===== src/rtl/pac_pkg.sv =====
// Shared types and constants for the PID angle controller.
`timescale 1ns / 1ps
package pac_pkg;

    localparam int CfgIdxW = 3;
    localparam int CfgDataW = 16;

    localparam logic [CfgIdxW-1:0] CfgTarget = 3'd0;
    localparam logic [CfgIdxW-1:0] CfgKp     = 3'd1;
    localparam logic [CfgIdxW-1:0] CfgKi     = 3'd2;
    localparam logic [CfgIdxW-1:0] CfgKd     = 3'd3;
    localparam logic [CfgIdxW-1:0] CfgIlim   = 3'd4;

    localparam logic [14:0] IlimReset = 15'd32767;

    typedef struct packed {
        logic signed [15:0] target;
        logic signed [15:0] kp;
        logic signed [15:0] ki;
        logic signed [15:0] kd;
        logic [14:0]        ilim;
    } t_cfg;

    typedef struct packed {
        logic mul_load;
        logic out_load;
    } t_back_ctl;

endpackage


===== src/rtl/pac_cfg_regs.sv =====
// Configuration register file for the PID angle controller.
`timescale 1ns / 1ps
module pac_cfg_regs (
    input  logic                              i_clk,
    input  logic                              i_rst_n,
    input  logic                              i_we,
    input  logic [pac_pkg::CfgIdxW-1:0]       i_index,
    input  logic [pac_pkg::CfgDataW-1:0]      i_data,
    output pac_pkg::t_cfg                     o_cfg
);
    import pac_pkg::*;

    t_cfg r_cfg;

    always_ff @(posedge i_clk) begin
        if (!i_rst_n) begin
            r_cfg.target <= '0;
            r_cfg.kp     <= '0;
            r_cfg.ki     <= '0;
            r_cfg.kd     <= '0;
            r_cfg.ilim   <= IlimReset;
        end else if (i_we) begin
            unique case (i_index)
                CfgTarget: r_cfg.target <= $signed(i_data);
                CfgKp:     r_cfg.kp     <= $signed(i_data);
                CfgKi:     r_cfg.ki     <= $signed(i_data);
                CfgKd:     r_cfg.kd     <= $signed(i_data);
                CfgIlim:   r_cfg.ilim   <= i_data[14:0];
                default: begin
                end
            endcase
        end
    end

    assign o_cfg = r_cfg;

endmodule


===== src/rtl/pac_front.sv =====
// Error stage: saturated error, saturating error sum and error difference.
`timescale 1ns / 1ps
module pac_front #(
    parameter int DATA_WIDTH = 16
) (
    input  logic                         i_clk,
    input  logic                         i_rst_n,
    input  logic                         i_load,
    input  logic signed [15:0]           i_meas,
    input  logic signed [15:0]           i_target,
    output logic signed [DATA_WIDTH-1:0] o_err,
    output logic signed [31:0]           o_sum,
    output logic signed [DATA_WIDTH:0]   o_delta
);
    import pac_pkg::*;

    localparam logic signed [33:0] ErrHi = (34'sd1 <<< (DATA_WIDTH - 1)) - 34'sd1;
    localparam logic signed [33:0] ErrLo = -ErrHi - 34'sd1;
    localparam logic signed [33:0] SumHi = 34'sd2147483647;
    localparam logic signed [33:0] SumLo = -SumHi - 34'sd1;

    logic signed [DATA_WIDTH-1:0] r_last_error;
    logic signed [31:0]           r_error_sum;
    logic signed [DATA_WIDTH:0]   r_delta;

    logic signed [33:0]           diff;
    logic signed [DATA_WIDTH-1:0] n_last_error;
    logic signed [33:0]           sum_wide;
    logic signed [31:0]           n_error_sum;
    logic signed [DATA_WIDTH:0]   n_delta;

    always_comb begin
        diff = 34'(i_target) - 34'(i_meas);
        priority if (diff > ErrHi) begin
            n_last_error = ErrHi[DATA_WIDTH-1:0];
        end else if (diff < ErrLo) begin
            n_last_error = ErrLo[DATA_WIDTH-1:0];
        end else begin
            n_last_error = diff[DATA_WIDTH-1:0];
        end

        sum_wide = 34'(r_error_sum) + 34'(n_last_error);
        priority if (sum_wide > SumHi) begin
            n_error_sum = SumHi[31:0];
        end else if (sum_wide < SumLo) begin
            n_error_sum = SumLo[31:0];
        end else begin
            n_error_sum = sum_wide[31:0];
        end

        n_delta = (DATA_WIDTH + 1)'(r_last_error) - (DATA_WIDTH + 1)'(n_last_error);
    end

    always_ff @(posedge i_clk) begin
        if (!i_rst_n) begin
            r_last_error <= '0;
            r_error_sum  <= '0;
        end else if (i_load) begin
            r_last_error <= n_last_error;
            r_error_sum  <= n_error_sum;
        end
    end

    always_ff @(posedge i_clk) begin
        if (i_load) begin
            r_delta <= n_delta;
        end
    end

    assign o_err   = r_last_error;
    assign o_sum   = r_error_sum;
    assign o_delta = r_delta;

endmodule


===== src/rtl/pac_back.sv =====
// Gain products, integral clamp and saturated output sum.
`timescale 1ns / 1ps
module pac_back #(
    parameter int DATA_WIDTH = 16,
    parameter int FRAC_BITS  = 8
) (
    input  logic                         i_clk,
    input  pac_pkg::t_back_ctl           i_ctl,
    input  pac_pkg::t_cfg                i_cfg,
    input  logic signed [DATA_WIDTH-1:0] i_err,
    input  logic signed [31:0]           i_sum,
    input  logic signed [DATA_WIDTH:0]   i_delta,
    output logic signed [15:0]           o_drive_output,
    output logic                         o_integral_clamped
);
    import pac_pkg::*;

    localparam int PW = DATA_WIDTH + 16;
    localparam int IW = 48;
    localparam int DW = DATA_WIDTH + 17;
    localparam int TW = DATA_WIDTH + 19;
    localparam logic signed [TW-1:0] OutHi = (TW'(1) <<< (DATA_WIDTH - 1)) - TW'(1);
    localparam logic signed [TW-1:0] OutLo = -OutHi - TW'(1);

    logic signed [PW-1:0] r_p_prod;
    logic signed [IW-1:0] r_i_prod;
    logic signed [DW-1:0] r_d_prod;
    logic signed [15:0]   r_drive;
    logic                 r_clamped;

    logic signed [PW-1:0] p_term;
    logic signed [IW-1:0] i_raw;
    logic signed [IW-1:0] lim_pos;
    logic signed [IW-1:0] lim_neg;
    logic signed [15:0]   i_term;
    logic signed [DW-1:0] d_term;
    logic signed [TW-1:0] total;
    logic signed [TW-1:0] total_sat;
    logic                 n_clamped;

    always_ff @(posedge i_clk) begin
        if (i_ctl.mul_load) begin
            r_p_prod <= PW'(i_err) * PW'(i_cfg.kp);
            r_i_prod <= IW'(i_sum) * IW'(i_cfg.ki);
            r_d_prod <= DW'(i_delta) * DW'(i_cfg.kd);
        end
    end

    always_comb begin
        p_term  = r_p_prod >>> FRAC_BITS;
        i_raw   = r_i_prod >>> FRAC_BITS;
        d_term  = r_d_prod >>> FRAC_BITS;
        lim_pos = $signed({{(IW - 15){1'b0}}, i_cfg.ilim});
        lim_neg = -lim_pos;
        priority if (i_raw > lim_pos) begin
            i_term    = lim_pos[15:0];
            n_clamped = 1'b1;
        end else if (i_raw < lim_neg) begin
            i_term    = lim_neg[15:0];
            n_clamped = 1'b1;
        end else begin
            i_term    = i_raw[15:0];
            n_clamped = 1'b0;
        end

        total = TW'(p_term) + TW'(i_term) + TW'(d_term);
        priority if (total > OutHi) begin
            total_sat = OutHi;
        end else if (total < OutLo) begin
            total_sat = OutLo;
        end else begin
            total_sat = total;
        end
    end

    always_ff @(posedge i_clk) begin
        if (i_ctl.out_load) begin
            r_drive   <= total_sat[15:0];
            r_clamped <= n_clamped;
        end
    end

    assign o_drive_output     = r_drive;
    assign o_integral_clamped = r_clamped;

endmodule


===== src/rtl/pid_angle_controller.sv =====
// PID angle controller with clamped integral term: top level.
// Throughput: one beat per cycle unless the output stalls, through a four-register
// pipeline (input, error, product and result registers); stages with bubbles fill
// while the output stalls.
// Reset: synchronous, active low; clears valids, error sum and last error,
// gains and target to zero and the integral limit to its maximum.
`timescale 1ns / 1ps
module pid_angle_controller #(
    parameter int DATA_WIDTH = 16,
    parameter int FRAC_BITS  = 8
) (
    input  logic                         i_clk,
    input  logic                         i_rst_n,
    input  logic                         i_cfg_we,
    input  logic [pac_pkg::CfgIdxW-1:0]  i_cfg_index,
    input  logic [pac_pkg::CfgDataW-1:0] i_cfg_data,
    input  logic                         i_in_valid,
    output logic                         o_in_stall,
    input  logic signed [15:0]           i_measured_angle,
    output logic                         o_out_valid,
    input  logic                         i_out_stall,
    output logic signed [15:0]           o_drive_output,
    output logic                         o_integral_clamped
);
    import pac_pkg::*;

    t_cfg      cfg;
    t_back_ctl back_ctl;

    logic r_v1;
    logic r_v2;
    logic r_v3;
    logic r_vout;
    logic signed [15:0] r_meas;

    logic rdy1;
    logic rdy2;
    logic rdy3;
    logic rdy_out;
    logic load1;
    logic load2;

    logic signed [DATA_WIDTH-1:0] err;
    logic signed [31:0]           sum;
    logic signed [DATA_WIDTH:0]   delta;

    assign rdy_out = !r_vout || !i_out_stall;
    assign rdy3    = !r_v3 || rdy_out;
    assign rdy2    = !r_v2 || rdy3;
    assign rdy1    = !r_v1 || rdy2;

    assign load1             = i_in_valid && rdy1;
    assign load2             = r_v1 && rdy2;
    assign back_ctl.mul_load = r_v2 && rdy3;
    assign back_ctl.out_load = r_v3 && rdy_out;

    always_ff @(posedge i_clk) begin
        if (!i_rst_n) begin
            r_v1   <= 1'b0;
            r_v2   <= 1'b0;
            r_v3   <= 1'b0;
            r_vout <= 1'b0;
        end else begin
            if (rdy1) begin
                r_v1 <= i_in_valid;
            end
            if (rdy2) begin
                r_v2 <= r_v1;
            end
            if (rdy3) begin
                r_v3 <= r_v2;
            end
            if (rdy_out) begin
                r_vout <= r_v3;
            end
        end
    end

    always_ff @(posedge i_clk) begin
        if (load1) begin
            r_meas <= i_measured_angle;
        end
    end

    pac_cfg_regs u_cfg (
        .i_clk   (i_clk),
        .i_rst_n (i_rst_n),
        .i_we    (i_cfg_we),
        .i_index (i_cfg_index),
        .i_data  (i_cfg_data),
        .o_cfg   (cfg)
    );

    pac_front #(
        .DATA_WIDTH (DATA_WIDTH)
    ) u_front (
        .i_clk    (i_clk),
        .i_rst_n  (i_rst_n),
        .i_load   (load2),
        .i_meas   (r_meas),
        .i_target (cfg.target),
        .o_err    (err),
        .o_sum    (sum),
        .o_delta  (delta)
    );

    pac_back #(
        .DATA_WIDTH (DATA_WIDTH),
        .FRAC_BITS  (FRAC_BITS)
    ) u_back (
        .i_clk              (i_clk),
        .i_ctl              (back_ctl),
        .i_cfg              (cfg),
        .i_err              (err),
        .i_sum              (sum),
        .i_delta            (delta),
        .o_drive_output     (o_drive_output),
        .o_integral_clamped (o_integral_clamped)
    );

    assign o_in_stall  = !rdy1;
    assign o_out_valid = r_vout;

endmodule


===== config.mk =====
export PLATFORM = sky130hd
export DESIGN_NAME = pid_angle_controller
export DESIGN_NICKNAME = d
export VERILOG_FILES = /design/src/rtl/pac_pkg.sv /design/src/rtl/pac_cfg_regs.sv /design/src/rtl/pac_front.sv /design/src/rtl/pac_back.sv /design/src/rtl/pid_angle_controller.sv
export SDC_FILE = /design/constraint.sdc
export NUM_CORES = 2
export LEC_CHECK = 0
export BUFFER_PORTS_ARGS = -buffer_cell sky130_fd_sc_hd__clkbuf_2
export CAP_MARGIN = 20
export CORE_UTILIZATION = 30
export DETAILED_ROUTE_END_ITERATION = 7
export PLACE_DENSITY = 0.5
export SKIP_LAST_GASP = 1
export SLEW_MARGIN = 20
export SYNTH_ARGS = -nofsm -noshare
export SYNTH_HDL_FRONTEND = slang
export SYNTH_SLANG_ARGS = --single-unit

===== constraint.sdc =====
create_clock -name i_clk -period 9 [get_ports i_clk]
set_clock_uncertainty 0.15 [all_clocks]
set_input_delay 0.9 -clock i_clk [delete_from_list [all_inputs] [get_ports i_clk]]
set_output_delay 0.9 -clock i_clk [all_outputs]
set_load 0.01 [all_outputs]

==> flow_metrics.env <==
export IMPL_status="finished clean"
export IMPL_dr_wl_met3_mm=5.88
export IMPL_critPathLaunchType="flop"
export IMPL_ctsHtreeMaxLevel=2
export IMPL_crit_family="compound AO/OA/AOI/OAI gates"
export IMPL_synth_flop_cell="edfxtp_1"
export IMPL_avgSynthCellArea_um2=9.24
export IMPL_drt_initial_drc_count=2149
export IMPL_synth_cell_types=90
export IMPL_grt_pass1_vias=40800
export IMPL_fin_ws_ns=0.607
export IMPL_placed_cell_area_um2=55800
export IMPL_min_period_ns=8.39
export IMPL_cts_tree="built"
export IMPL_ys_warnings_count=0
export IMPL_cts_sinks=270
export IMPL_dp_cells=7971
export IMPL_final_max_slew_viol_count=0
export IMPL_drt_met1_wl_mm=69.8
export IMPL_multi_input_area_um2=40600
export IMPL_postSynthCellCount=5702
export IMPL_clk_latency_ns=0.59
export IMPL_drt_pass1_iterations=5
export IMPL_fin_tns_setup_ns=0
export IMPL_hpwl_mm=124
export IMPL_grt_max_degree=68
export IMPL_p_per_area_nw_per_um2=87.2
export IMPL_maxCapViolations=0
export IMPL_cts_made_buffers=34
export IMPL_routed_top_layer="met4"
export IMPL_nFillCells=18200
export IMPL_area_delta_synth_final_pct=8.35
export IMPL_critPathArrivalTime_ns=8.71
export IMPL_std_cell_rows=153
export IMPL_layout_commonest_cell="inv_1"
export IMPL_clkTransAtPathRegs_ns=0.07
export IMPL_nNetsFinal=7198
export IMPL_ys_ff_latch=270
export IMPL_portBuffers=58
export IMPL_end_kind="flop"
export IMPL_die_h_um=421
export IMPL_vdd_drop_max_uv=118
export IMPL_drc=0
export IMPL_grt_antenna_before_repair=3
export IMPL_root_buffer="clkbuf_16"
export IMPL_vias=37600
export IMPL_crit_required_ns=9.31
export IMPL_core_area_um2=174000
export IMPL_io_pins=59
export IMPL_dp_slack_ns=0.213
export IMPL_synth_seq_area_share_pct=12.9
export IMPL_cts_buffer_depth=3
export IMPL_fin_area_um2=57100
export IMPL_hold_path_class="reg -> reg"
export IMPL_grt_usage_pct=17.6
export IMPL_worstPathMaxFanout=23
export IMPL_fin_cells=8039
export IMPL_die_x_um=421
export IMPL_place_congestion=0.878
export IMPL_synth_edf_count=139
export IMPL_synth_area_um2=52700
export IMPL_slowest_stage="or4_4"
export IMPL_critPathBufInv=6
export IMPL_hold_viol=0
export IMPL_critical_path_class="reg -> reg"
export IMPL_period_share_pct=93.3
export IMPL_setup_violations=0
export IMPL_grt_overflow_total=0
export IMPL_rsz0062_at_grt="false"
export IMPL_worstMarginPinSlew_ns=1.13
export IMPL_leakage_uw=0.0272
export IMPL_synthArstFlopShare_pct=0
export IMPL_mostFrequentLayoutCells="inv_1, fa_1, nand2_1, ha_1, and2_1"
export IMPL_slowest_delay_ns=0.54
export IMPL_dieArea_um2=177000
export IMPL_wire_per_inst_um=19.0
export IMPL_routed_wl_mm=153
export IMPL_drive_gt1_share_pct=4.74
export IMPL_routed_wl_met2_mm=72.8
export IMPL_start_util_pct=30.2
export IMPL_grt_pass1_wl_mm=244
export IMPL_cp_common_cell="buf_4"
export IMPL_slew_headroom_pct=24.6
export IMPL_max_freq_ghz=0.119
export IMPL_synth_fp_nets=7214
export IMPL_vias_per_cell=4.68
export IMPL_regArea_um2=6800
export IMPL_antenna_left=0
## synthesized netlist by cell type, types with 17 or more instances
cell	number	area share, %
nor2b_1	33	0.39
a21oi_1	226	2.1
inv_1	1218	8.7
a21o_1	105	1.5
xnor2_1	140	2.3
dfxtp_1	131	5.0
o211ai_1	26	0.37
o31a_1	21	0.35
nor3_1	40	0.38
edfxtp_1	139	7.9
and3_1	17	0.20
clkbuf_1	205	1.5
nand3_1	39	0.37
o21bai_1	27	0.38
and2_1	393	4.7
nor2_1	164	1.2
o21a_1	29	0.41
ha_1	422	10
xor2_1	50	0.83
nand2_1	831	5.9
o21ai_0	73	0.69
fa_1	1050	40
nand2b_1	68	0.81
nand4_1	32	0.38
## path summary, 6_finish.rpt
check                                  startpoint                        to  slack (ns)  depth (start not counted)
worst max-delay path               u_cfg.o_cfg[1]  u_back.o_drive_output[5]        0.61                         34
worst min-delay path            u_front.o_sum[30]         u_front.o_sum[30]        0.31                          2
worst max register to register     u_cfg.o_cfg[1]  u_back.o_drive_output[5]        0.61                         34
worst min register to register  u_front.o_sum[30]         u_front.o_sum[30]        0.31                          2
## worst register-to-register path: cells and delay by family (launching register included)
family,cells,cell delay (ns)
compound gates,14,2.87
xor+xnor,1,0.11
fa+ha+maj,4,1.48
simple gates,9,2.10
flops,1,0.33
buf+inv,6,1.26
## where the power goes
| group | internal (µW) | switching, µW | total, µW |
|---|---|---|---|
| logic | 737 | 1120 | 1860 |
| clock network | 796 | 629 | 1430 |
| registers | 1410 | 280 | 1690 |
## through the flow
step | utilization [%] | power, µW | hold WS (ns)
final | 32.8 | 4980 | 0.306
after CTS | 32.7 | 4970 | 0.299
after floorplan | - | 2860 | 0.286
after global placement | 32.0 | 3520 | 0.288
after detailed placement | 32.0 | 3520 | 0.301
after global routing | 32.8 | 5280 | 0.306
## routing by layer
metal / up-vias / global-route usage (%)
li1: 17400 / -
met1: 19300 / 24.1
met2: 711 / 29.9
met3: 155 / 1.65
met4: 0 / 4.41
met5: - / 0
## what timing repair did
action | 4_1_cts | 5_1_grt
endpoints found under the setup margin | 0 | 15
gates resized for setup | 0 | 16
buffers inserted | 0 | 3
hold buffers | 0 | 0
## kinds of logic after synthesis
logic type | count (synthesis) | synth area share, %
DFF | 270 | 12.9
muxes | 17 | 0.328
xor gates and xnor gates | 191 | 3.19
adders and majority gates | 1472 | 49.9
AOI/OAI and AO/OA | 649 | 8.29
and+or+nand+nor | 1665 | 15.0
buffers and inverters | 1438 | 10.4
## area by class of cell
cell class	count	area share, %
tap	2325	5.10
sequential	270	11.9
timing repair buffer	165	1.94
clock buffer	41	1.54
antenna	2	0.00877
inverter	1220	8.02
clock inverter	21	0.419
multi-input combinational	3995	71.1
## sequential cells by signal (all words and copies together) (netlist names)
name / flops
u_front.o_sum: 32
o_out_valid: 1
r_v3: 1
u_cfg.o_cfg: 79
u_front.o_err: 16
u_back.r_p_prod: 24
u_front.o_delta: 17
u_back.o_drive_output: 16
r_v2: 1
u_back.o_integral_clamped: 1
u_back.r_d_prod: 25
r_meas: 16
u_back.r_i_prod: 40
r_v1: 1
No activity file was read; power rests on OpenSTA's default activity.
